<file path="src/hw/rtl/pet_pkg.sv">
// Shared types and constants for the periodic event table.
package pet_pkg;

  typedef enum logic [1:0] {
    ST_IDLE,
    ST_SCAN,
    ST_REBUILD,
    ST_EMIT
  } state_t;

  localparam logic [1:0] MODE_ADD  = 2'd0;
  localparam logic [1:0] MODE_ONCE = 2'd1;
  localparam logic [1:0] MODE_DEL  = 2'd2;
  localparam logic [1:0] MODE_RUN  = 2'd3;

  localparam int MAX_RES = 16;
  localparam int RES_IW  = $clog2(MAX_RES);
  localparam int RES_CW  = $clog2(MAX_RES + 1);

  typedef struct packed {
    logic [15:0] handler;
    logic [15:0] arg;
    logic [31:0] due;
    logic [15:0] period;
  } entry_t;

  localparam int ENTRY_W = $bits(entry_t);

  typedef struct packed {
    logic [3:0]  slot;
    logic        ok;
    logic [15:0] handler;
    logic [15:0] arg;
  } result_t;

endpackage

</file>
<file path="src/hw/rtl/pet_ram.sv">
// Generic single-write, single-read RAM with registered read data.
module pet_ram #(
  parameter int WIDTH = 8,
  parameter int DEPTH = 16
) (
  input  logic                                  clk,
  input  logic                                  we,
  input  logic [((DEPTH > 1) ? $clog2(DEPTH) : 1)-1:0] waddr,
  input  logic [WIDTH-1:0]                      wdata,
  input  logic [((DEPTH > 1) ? $clog2(DEPTH) : 1)-1:0] raddr,
  output logic [WIDTH-1:0]                      rdata
);

  logic [WIDTH-1:0] mem [DEPTH];

  always_ff @(posedge clk) begin
    if (we) begin
      mem[waddr] <= wdata;
    end
    rdata <= mem[raddr];
  end

endmodule

</file>
<file path="src/hw/rtl/pet_alu.sv">
// Shared saturating adder and unsigned comparator used by the slot scan.
module pet_alu (
  input  logic [31:0] add_a,
  input  logic [15:0] add_b,
  input  logic [31:0] cmp_a,
  input  logic [31:0] cmp_b,
  output logic [31:0] sum,
  output logic        lt
);

  logic [32:0] raw;

  assign raw = {1'b0, add_a} + {17'd0, add_b};
  assign sum = raw[32] ? 32'hFFFF_FFFF : raw[31:0];
  assign lt  = cmp_a < cmp_b;

endmodule

</file>
<file path="src/hw/rtl/periodic_event_table_top.sv">
// Periodic event table: add, delete and run of timed events over a slot RAM.
// One word in is accepted, then the slots are scanned (the scan stops early
// at the first free slot for an add, the first match for a delete, or the
// sixteenth firing for a run), then a rebuild scan of all slots follows
// when the earliest-due cache was invalidated, and then the result words
// are sent, held back while out_stall is set. The single slot RAM is read
// one entry per cycle through one shared adder and comparator. Results of a
// step are held in a small buffer and carry the cache value after the whole
// step; the last one has last set.
module periodic_event_table_top import pet_pkg::*; #(
  parameter int SLOTS = 16
) (
  input  logic        clk,
  input  logic        rst,
  input  logic        in_valid,
  output logic        in_stall,
  input  logic [1:0]  mode,
  input  logic [31:0] now,
  input  logic [15:0] handler_id,
  input  logic [15:0] arg_tag,
  input  logic [15:0] interval,
  output logic        out_valid,
  input  logic        out_stall,
  output logic [3:0]  slot,
  output logic        ok,
  output logic [15:0] fired_handler,
  output logic [15:0] fired_arg,
  output logic [31:0] next_due,
  output logic        next_due_valid,
  output logic        last
);

  localparam int IW = (SLOTS > 1) ? $clog2(SLOTS) : 1;
  localparam int CW = $clog2(SLOTS + 1);

  state_t state, state_next;

  logic [1:0]  mode_r;
  logic [31:0] now_r;
  logic [15:0] hid_r;
  logic [15:0] tag_r;
  logic [15:0] ivl_r;

  logic [SLOTS-1:0] active;
  logic [CW-1:0]    rd_cnt;
  logic             p_valid;
  logic [IW-1:0]    p_idx;
  logic [31:0]      cache;
  logic             cache_valid;

  result_t           res_buf [MAX_RES];
  logic [RES_CW-1:0] res_cnt;
  logic [RES_IW-1:0] emit_idx;

  logic [ENTRY_W-1:0] ram_rdata_raw;
  entry_t             ram_rdata;
  entry_t             ram_wdata;
  logic               ram_we;

  logic [31:0] alu_sum;
  logic [15:0] alu_add_b;
  logic [31:0] alu_cmp_a;
  logic [31:0] alu_cmp_b;
  logic        alu_lt;

  logic    issue;
  logic    p_last;
  logic    act;
  logic    scan_ok;
  logic    m_add;
  logic    m_del;
  logic    m_run;
  logic    rec;
  logic    stop;
  logic    scan_end;
  logic    cv_next;
  logic    buf_we;
  result_t buf_data;
  logic    reb_take;
  logic    ld;
  logic    emit_last;

  assign ram_rdata = entry_t'(ram_rdata_raw);

  pet_ram #(
    .WIDTH(ENTRY_W),
    .DEPTH(SLOTS)
  ) u_slot_ram (
    .clk  (clk),
    .we   (ram_we),
    .waddr(p_idx),
    .wdata(ram_wdata),
    .raddr(rd_cnt[IW-1:0]),
    .rdata(ram_rdata_raw)
  );

  pet_alu u_alu (
    .add_a(now_r),
    .add_b(alu_add_b),
    .cmp_a(alu_cmp_a),
    .cmp_b(alu_cmp_b),
    .sum  (alu_sum),
    .lt   (alu_lt)
  );

  assign alu_add_b = (mode_r == MODE_RUN) ? ram_rdata.period : ivl_r;

  always_comb begin
    if (state == ST_SCAN && mode_r == MODE_RUN) begin
      alu_cmp_a = now_r;
      alu_cmp_b = ram_rdata.due;
    end else if (state == ST_SCAN) begin
      alu_cmp_a = alu_sum;
      alu_cmp_b = cache;
    end else begin
      alu_cmp_a = ram_rdata.due;
      alu_cmp_b = cache;
    end
  end

  assign issue  = (state == ST_SCAN || state == ST_REBUILD) && (rd_cnt < CW'(SLOTS));
  assign p_last = p_idx == IW'(SLOTS - 1);
  assign act    = active[p_idx];

  assign scan_ok  = (state == ST_SCAN) && p_valid;
  assign m_add    = scan_ok && (mode_r == MODE_ADD || mode_r == MODE_ONCE) && !act;
  assign m_del    = scan_ok && (mode_r == MODE_DEL) && act &&
                    ram_rdata.handler == hid_r && ram_rdata.arg == tag_r;
  assign m_run    = scan_ok && (mode_r == MODE_RUN) && act && !alu_lt;
  assign rec      = m_add || m_del || m_run;
  assign stop     = rec && (mode_r != MODE_RUN || res_cnt == RES_CW'(MAX_RES - 1));
  assign scan_end = stop || (scan_ok && p_last);
  assign cv_next  = m_run ? 1'b0 : (m_add ? 1'b1 : cache_valid);

  assign buf_we = rec || (scan_end && res_cnt == '0);

  always_comb begin
    buf_data = '0;
    if (rec) begin
      buf_data.slot = 4'(p_idx);
      buf_data.ok   = 1'b1;
      if (m_run) begin
        buf_data.handler = ram_rdata.handler;
        buf_data.arg     = ram_rdata.arg;
      end
    end
  end

  always_comb begin
    ram_we    = m_add || (m_run && ram_rdata.period != '0);
    ram_wdata = ram_rdata;
    ram_wdata.due = alu_sum;
    if (m_add) begin
      ram_wdata.handler = hid_r;
      ram_wdata.arg     = tag_r;
      ram_wdata.period  = (mode_r == MODE_ADD) ? ivl_r : 16'd0;
    end
  end

  assign reb_take  = (state == ST_REBUILD) && p_valid && act && (!cache_valid || alu_lt);
  assign ld        = (state == ST_EMIT) && (!out_valid || !out_stall);
  assign emit_last = {1'b0, emit_idx} == res_cnt - RES_CW'(1);

  assign in_stall = state != ST_IDLE;

  always_comb begin
    state_next = state;
    unique case (state)
      ST_IDLE: begin
        if (in_valid) begin
          state_next = ST_SCAN;
        end
      end
      ST_SCAN: begin
        if (scan_end) begin
          state_next = cv_next ? ST_EMIT : ST_REBUILD;
        end
      end
      ST_REBUILD: begin
        if (p_valid && p_last) begin
          state_next = ST_EMIT;
        end
      end
      ST_EMIT: begin
        if (ld && emit_last) begin
          state_next = ST_IDLE;
        end
      end
      default: state_next = ST_IDLE;
    endcase
  end

  always_ff @(posedge clk) begin
    if (rst) begin
      state <= ST_IDLE;
    end else begin
      state <= state_next;
    end
  end

  always_ff @(posedge clk) begin
    if (rst) begin
      active      <= '0;
      cache       <= '0;
      cache_valid <= 1'b0;
      rd_cnt      <= '0;
      p_valid     <= 1'b0;
      res_cnt     <= '0;
      emit_idx    <= '0;
    end else begin
      unique case (state)
        ST_IDLE: begin
          if (in_valid) begin
            mode_r   <= mode;
            now_r    <= now;
            hid_r    <= handler_id;
            tag_r    <= arg_tag;
            ivl_r    <= interval;
            rd_cnt   <= '0;
            p_valid  <= 1'b0;
            res_cnt  <= '0;
            emit_idx <= '0;
          end
        end
        ST_SCAN: begin
          if (scan_end) begin
            rd_cnt <= '0;
          end else if (issue) begin
            rd_cnt <= rd_cnt + CW'(1);
          end
          p_valid <= issue && !scan_end;
          p_idx   <= rd_cnt[IW-1:0];
          if (buf_we) begin
            res_buf[res_cnt[RES_IW-1:0]] <= buf_data;
            res_cnt <= res_cnt + RES_CW'(1);
          end
          if (m_add) begin
            active[p_idx] <= 1'b1;
          end
          if (m_del || (m_run && ram_rdata.period == '0)) begin
            active[p_idx] <= 1'b0;
          end
          if (m_add && (!cache_valid || alu_lt)) begin
            cache       <= alu_sum;
            cache_valid <= 1'b1;
          end
          if (m_run) begin
            cache_valid <= 1'b0;
          end
          if (scan_end && !cv_next) begin
            cache <= '0;
          end
        end
        ST_REBUILD: begin
          if (issue) begin
            rd_cnt <= rd_cnt + CW'(1);
          end
          p_valid <= issue;
          p_idx   <= rd_cnt[IW-1:0];
          if (reb_take) begin
            cache       <= ram_rdata.due;
            cache_valid <= 1'b1;
          end
        end
        ST_EMIT: begin
          p_valid <= 1'b0;
          if (ld) begin
            emit_idx <= emit_idx + RES_IW'(1);
          end
        end
        default: p_valid <= 1'b0;
      endcase
    end
  end

  always_ff @(posedge clk) begin
    if (rst) begin
      out_valid <= 1'b0;
    end else if (ld) begin
      out_valid <= 1'b1;
    end else if (!out_stall) begin
      out_valid <= 1'b0;
    end
  end

  always_ff @(posedge clk) begin
    if (ld) begin
      slot           <= res_buf[emit_idx].slot;
      ok             <= res_buf[emit_idx].ok;
      fired_handler  <= res_buf[emit_idx].handler;
      fired_arg      <= res_buf[emit_idx].arg;
      next_due       <= cache_valid ? cache : 32'd0;
      next_due_valid <= cache_valid;
      last           <= emit_last;
    end
  end

  a_res_cnt_bound: assert property (@(posedge clk) disable iff (rst)
    res_cnt <= RES_CW'(MAX_RES))
    else $error("result count exceeds buffer depth");

  a_emit_nonempty: assert property (@(posedge clk) disable iff (rst)
    state == ST_EMIT |-> res_cnt != '0)
    else $error("emit with empty result buffer");

  a_due_gated: assert property (@(posedge clk) disable iff (rst)
    (out_valid && !next_due_valid) |-> next_due == 32'd0)
    else $error("next_due nonzero without a valid earliest time");

  a_scan_to_emit_cache: assert property (@(posedge clk) disable iff (rst)
    (state == ST_SCAN && state_next == ST_EMIT) |=> cache_valid)
    else $error("emit entered straight from scan with invalid cache");

endmodule
</file>
<file path="config.mk">
export PLATFORM = sky130hd
export DESIGN_NAME = periodic_event_table_top
export DESIGN_NICKNAME = d
export VERILOG_FILES = /design/src/hw/rtl/pet_pkg.sv /design/src/hw/rtl/pet_ram.sv /design/src/hw/rtl/pet_alu.sv /design/src/hw/rtl/periodic_event_table_top.sv
export SDC_FILE = /design/constraint.sdc
export NUM_CORES = 2
export LEC_CHECK = 0
export BUFFER_PORTS_ARGS = -buffer_cell sky130_fd_sc_hd__buf_2
export CORE_ASPECT_RATIO = 0.7
export CORE_MARGIN = 3
export CORE_UTILIZATION = 45
export DETAILED_ROUTE_END_ITERATION = 8
export HOLD_SLACK_MARGIN = 0.05
export PLACE_DENSITY = 0.6
export REMOVE_ABC_BUFFERS = 1
export SYNTH_ARGS = -nofsm -noshare
export SYNTH_HDL_FRONTEND = slang
export SYNTH_SLANG_ARGS = --single-unit
</file>
<file path="constraint.sdc">
create_clock -name clk -period 14.3 [get_ports clk]
set_input_delay 0.715 -clock clk [delete_from_list [all_inputs] [get_ports clk]]
set_output_delay 0.715 -clock clk [all_outputs]
set_load 0.02 [all_outputs]
</file>
Word level (Yosys, flattened, before mapping)

Memories as Yosys holds them, arrays and structs flattened. A register that Yosys moved wholly into a read port is not among the register bits.
Cells that the tools add are included.
Widths: inputs -> output; s select.

Flip-flop bits (word level): 187
Bits in writable memories: 1872
Input port bits: 86
Logic and storage cells: 172
Memories kept: 2

$add $sub $neg: 5
Order comparisons: 4
Equality and inequality tests: 22
Multiplexer cells: 53
Bitwise gates (word level): 4
Reduce and logical (&&, ||, !) cells: 64

Memory list:

| name           | words | width | rd ports | clocked after Yosys merged registers in | wr ports | RTL line                       | source |
|---|---|---|---|---|---|---|---|
| u_slot_ram.mem | 16    | 80    | 1        | 1                                       | 1        | pet_ram.sv:14                  | `logic [WIDTH-1:0] mem [DEPTH];` |
| res_buf        | 16    | 37    | 1        | 1                                       | 1        | periodic_event_table_top.sv:51 | `result_t res_buf [MAX_RES];` |

Operators by type and width:

| operator            | number |
|---|---|
| $mux 32             | 9 |
| $mux 16             | 7 |
| $pmux 32 s2         | 1 |
| $mux 37             | 1 |
| $add 32x16->33      | 1 |
| $eq 16x16->1        | 2 |
| $lt 32x32->1        | 1 |
| $logic_and 1x1->1   | 27 |
| $mux 5              | 4 |
| $mux 1              | 17 |
| $and 16x16->16      | 1 |
| $logic_not 16->1    | 1 |
| $not 16->16         | 1 |
| $or 16x16->16       | 1 |
| $reduce_bool 16->1  | 1 |
| $pmux 5 s3          | 1 |
| $reduce_and 3->1    | 5 |
| $ne 2x2->1 const B  | 6 |
| $logic_or 1x1->1    | 11 |
| $add 5x1->5 const B | 2 |
| $pmux 5 s2          | 1 |
| $eq 2x2->1 const B  | 4 |
| $mux 2              | 4 |
| $mux 4              | 2 |
| other kinds (27)    | 41 |

Longest topological paths before layout

Depth in word-level cells: 18
Gate-level depth with buffers: 27

Modules after synthesis

A second synthesis with hierarchy kept.

Cells, all modules: 4261
Area total of the unflattened synthesis: 84730.0 µm²

By module, submodules not included:

| module                   | times used | cells an instance | area each (µm²) | seq. area each (µm²) |
|---|---|---|---|---|
| pet_ram                  | 1          | 2054              | 49422.4         | 40038.4 |
| periodic_event_table_top | 1          | 1907              | 33175.6         | 23832.9 |
| pet_alu                  | 1          | 300               | 2132.0          | 0.0 |

Worst setup path after synthesis

OpenSTA, ideal clock, no wires.

Path type: register to register
From: register mode_r[1]
To: memory u_slot_ram.mem[10][0] (netlist name) (enable)
Setup time: 0.617 ns
Data arrival time: 11.660 ns
Data required time: 13.683 ns
Setup slack: 2.023 ns
Cell stages (with the launch flop): 26
Buffers on the path: 5
Clock period less this slack: 12.277 ns
Cell sequence: edfxtp_1 -> clkbuf_1 -> nand2_1 -> clkbuf_1 -> buf_1 -> mux2_2 -> ha_1 -> clkbuf_1 -> a21oi_1 -> o21ai_1 -> a311oi_1 -> nand2_1 -> and4_1 -> a21oi_1 -> mux2i_1 -> a21oi_1 -> ha_1 -> nand4_1 -> nor4_1 -> nand4_1 -> a211o_1 -> and3_4 -> nor3_1 -> a21oi_1 -> buf_2 -> nor3_1

Word-level cells in the longest chain between the ends: 13

RTL lines:

| what                         | RTL line                        | source |
|---|---|---|
| from (decl)                  | periodic_event_table_top.sv:38  | `logic [1:0] mode_r;` |
| from (signal assigned)       | periodic_event_table_top.sv:214 | `mode_r <= mode;` |
| $eq 2x2->1                   | periodic_event_table_top.sv:106 | `assign alu_add_b = (mode_r == MODE_RUN) ? ram_rdata.period : ivl_r;` |
| $mux 16                      | periodic_event_table_top.sv:106 |  |
| $add 32x16->33               | pet_alu.sv:13                   | `assign raw = {1'b0, add_a} + {17'd0, add_b};` |
| $mux 32                      | pet_alu.sv:14                   | `assign sum = raw[32] ? 32'hFFFF_FFFF : raw[31:0];` |
| net alu_sum[28]              | periodic_event_table_top.sv:60  | `logic [31:0] alu_sum;` |
| $mux 32                      | periodic_event_table_top.sv:112 | `end else if (state == ST_SCAN) begin` |
| $mux 32                      | periodic_event_table_top.sv:109 | `if (state == ST_SCAN && mode_r == MODE_RUN) begin` |
| $lt 32x32->1                 | pet_alu.sv:15                   | `assign lt = cmp_a < cmp_b;` |
| $logic_not 1->1              | periodic_event_table_top.sv:129 | `assign m_run = scan_ok && (mode_r == MODE_RUN) && act && !alu_lt;` |
| $logic_and 1x1->1            | periodic_event_table_top.sv:129 |  |
| $logic_and 1x1->1            | periodic_event_table_top.sv:150 | `ram_we = m_add \|\| (m_run && ram_rdata.period != '0);` |
| $logic_or 1x1->1             | periodic_event_table_top.sv:150 |  |
| $mux 1                       | pet_ram.sv:17                   | `if (we) begin` |
| $mux 1 (implied by the code) | pet_ram.sv:18                   | `mem[waddr] <= wdata;` |
| to (decl)                    | pet_ram.sv:14                   |  |

The timed path passes the listed nets, and every way through them passes these cells.

Worst setup path in the final report

From: register mode_r[1]
To: memory u_slot_ram.mem[0][39] (netlist name) (enable)

Same word-level chain as after synthesis.

==> results.sh <==
export IMPL_endpoint_kind="flop"
export IMPL_r2r_cells=23
export IMPL_whs_path_depth=1
export IMPL_initial_core_util_pct=45.4
export IMPL_stdcell_count=7059
export IMPL_power_density_nw_per_um2=152
export IMPL_io_buffers=158
export IMPL_max_slew_margin_rel_pct=13.9
export IMPL_cts_tree="built"
export IMPL_rows=133
export IMPL_post_synth_top_area_cell="edfxtp_1"
export IMPL_yosysTopAreaCellShare_pct=71.4
export IMPL_synth_avg_cell_area_um2=20.9
export IMPL_fin_skew_ns=0.0569
export IMPL_setup_viol=0
export IMPL_worstPathMaxFanout=69
export IMPL_final_max_slew_viol_count=0
export IMPL_cts_root_buf="clkbuf_16"
export IMPL_grt_pass1_wl_um=306000
export IMPL_n_fill_cell=14800
export IMPL_dp_cells=6613
export IMPL_die_h_um=370
export IMPL_clock_latency_ns=0.84
export IMPL_tightestPinTransition_ns=1.28
export IMPL_numCtsBuffers=209
export IMPL_post_cts_buffers=0
export IMPL_htree_levels=4
export IMPL_ys_seq_elements=2176
export IMPL_grt_usage_pct=21.5
export IMPL_r2r_start="mode_r[1]"
export IMPL_overflow=0
export IMPL_via_count=41900
export IMPL_die_area_um2=195000
export IMPL_grt_pass1_vias=42300
export IMPL_core_um2=188000
export IMPL_min_period_over_period_pct=74.9
export IMPL_seq_area_frac_synth_pct=74.9
export IMPL_drive_above_1_share_pct=27.7
export IMPL_status="complete, no violations"
export IMPL_peakVddDrop_mv=0.0992
export IMPL_grt_antenna_before_repair=7
export IMPL_drv_cap=0
export IMPL_whs_endpoint="now_r[14]"
export IMPL_flow_area_growth_from_synthesis_pct=13.2
export IMPL_syn_inst=4088
export IMPL_startpoint_type="flop"
export IMPL_critPathArrivalTime_ns=11.14
export IMPL_leakage_nw=31.4
export IMPL_hold_violations=0
export IMPL_cts_sinks=2176
export IMPL_async_reset_ff_share_pct=0
export IMPL_synthTopCellsByArea="edfxtp_1, mux4_2, dfxtp_1, nand2_1, ha_1"
export IMPL_io_pins=159
export IMPL_antenna_left=0
export IMPL_yosys_most_used_dff="edfxtp_1"
export IMPL_tns_ns=0
export IMPL_drcViolationCount=0
export IMPL_wl_per_cell_um=29.7
export IMPL_drt_iter0_drc=4477
export IMPL_yosys_warnings=0
export IMPL_synth_cell_types=84
export IMPL_dp_hpwl_um=122000
export IMPL_fin_crit_ns=10.71
export IMPL_clockBufferDepth=4
export IMPL_rr_endpoint="u_slot_ram.mem[0][39]"
export IMPL_hold_class="in -> reg"
export IMPL_rsz0062_at_grt="false"
export IMPL_synth_edf_count=2029
export IMPL_clk_pin_slew_worst_paths_ns=0.07
export IMPL_die_w_um=526
export IMPL_r2r_slack_ns=3.59
export IMPL_worstHoldStart="now[14]"
export IMPL_critPathRequiredTime_ns=14.72
export IMPL_fmax_mhz=93.3
export IMPL_drt_total_wl_um=210000
export IMPL_finalNetCount=4534
export IMPL_dr_pass1_iters=5
export IMPL_synth_area_um2=85300
export IMPL_via_per_inst=5.94
export IMPL_critical_path_class="reg -> reg"
export IMPL_place_congestion=0.885
export IMPL_grt_max_degree=144
kinds of logic (layout without fill, tap and decap cells):
logic type | Yosys count | after routing | synth area share, %
AO/OA/AOI/OAI | 296 | 296 | 2.64
XOR/XNOR | 58 | 58 | 0.595
adder cells (fa/ha/maj) | 59 | 59 | 0.874
buffers and inverters | 264 | 731 | 1.25
flip-flops | 2176 | 2176 | 74.9
multiplexers | 666 | 666 | 16.5
other | 0 | 7 | 0
AND/OR/NAND/NOR | 569 | 569 | 3.24
worst max-delay path, cell delays in order, from the launching register on:
cell,delay (ns)
edfxtp_1,0.56
nand2_4,0.71
mux2_2,0.43
ha_1,0.38
a21oi_1,0.23
o21ai_1,0.14
a311oi_1,0.80
nand2_1,0.50
and4_1,0.35
a21oi_1,0.94
mux2i_1,0.16
a21oi_1,0.26
ha_1,0.17
nand4_1,0.13
nor4_1,0.74
nand4_1,0.17
a211o_1,0.33
and3_4,0.22
nor3_1,0.56
a21oi_2,0.10
buf_4,0.27
nor2b_4,0.77
buf_4,0.63
buf_4,0.63
worst max path at each step:
stage	endpoint	cells past startpoint	from
5_1_grt	u_slot_ram.mem[0][39]	23	mode_r[1]
2_1_floorplan	p_idx[0]	0	rd_cnt[0]
6_report	u_slot_ram.mem[0][39]	23	mode_r[1]
3_3_place_gp	u_slot_ram.mem[0][40]	23	mode_r[1]
3_5_place_dp	u_slot_ram.mem[0][22]	23	mode_r[1]
4_1_cts	u_slot_ram.mem[0][46]	23	mode_r[1]
cell type report:
cell class	instances	area, um^2	share of cell area (%)
multi-input cells	1648	20700	21.4
inverters	37	139	0.144
clock buffers	288	5770	5.97
clock inverters	89	816	0.844
diodes	7	17.5	0.0181
well taps	2497	3120	3.23
repair buffers	317	2180	2.25
flip-flops and latches	2176	63900	66.1
through the flow:
stage	cell area [um^2]	utilization, %	hold WS [ns]	setup slack, ns	power, mW
floorplan	84400	-	0.464	-0.653	8.98
global placement	89400	47.5	0.499	4.00	9.39
detailed placement	89400	47.5	0.504	3.75	9.41
CTS	96600	51.4	0.0543	3.72	14.8
global route	96600	51.4	0.0706	3.00	15.2
finish	96600	51.4	0.109	3.59	14.7
synth_stat cells (6+ instances only):
library cell,n
nor3_1,32
a211oi_2,6
o21ai_0,30
edfxtp_1,2029
buf_6,9
inv_1,35
nand2b_1,9
xnor2_1,47
mux4_2,586
mux2i_1,45
a311oi_2,25
dfxtp_1,147
nor2_1,96
buf_1,47
a21oi_1,75
and3_1,40
ha_1,58
mux2_2,29
nand4_1,18
buf_2,8
a211oi_1,57
nand2_1,210
nor4_1,12
xor2_1,11
a31oi_1,20
clkbuf_1,163
and2_1,37
a311oi_1,8
nor2b_1,17
nand3_1,59
a21o_1,18
or3_1,11
cells in the final DEF (no fill, tap or decap), types with 57 or more instances in the layout:
cell type / netlist / layout
edfxtp_1: 2029 / 2029
mux4_2: 586 / 586
clkbuf_16: 0 / 212
nand2_1: 210 / 209
buf_2: 8 / 157
dfxtp_1: 147 / 139
buf_4: 0 / 96
nor2_1: 96 / 83
a21oi_1: 75 / 73
dlygate4sd3_1: 0 / 61
nand3_1: 59 / 58
clkbuf_1: 163 / 58
a211oi_1: 57 / 57
registers in the layout, summed over array words and instances, names as in the netlist, 5 cells and up:
register / count
rd_cnt: 5
tag_r: 16
cache: 32
active: 16
u_slot_ram.rdata: 80
ivl_r: 16
hid_r: 16
fired_handler: 16
res_cnt: 5
now_r: 32
u_slot_ram.mem: 1280
fired_arg: 16
next_due: 32
res_buf: 592
power by group:
part           total (mW)  internal, mW  switching [mW]
Sequential           7.44          7.26           0.174
Clock                5.38          3.05            2.33
Combinational        1.86         0.688            1.17
per-layer routing:
metal  GRT usage (%)  vias up  routed length, um
li1                -    17600                  -
met1            33.0    22400              94800
met2            31.9     1605              94200
met3            4.11      295              16000
met4            4.86        0               4680
met5               0        -                  0
timing repair:
action / 4_1_cts / 5_1_grt
gates resized for setup: 0 / 0
endpoints found under the hold margin: 61 / 0
hold buffers: 61 / 0
(Power assumes the default switching activity.)
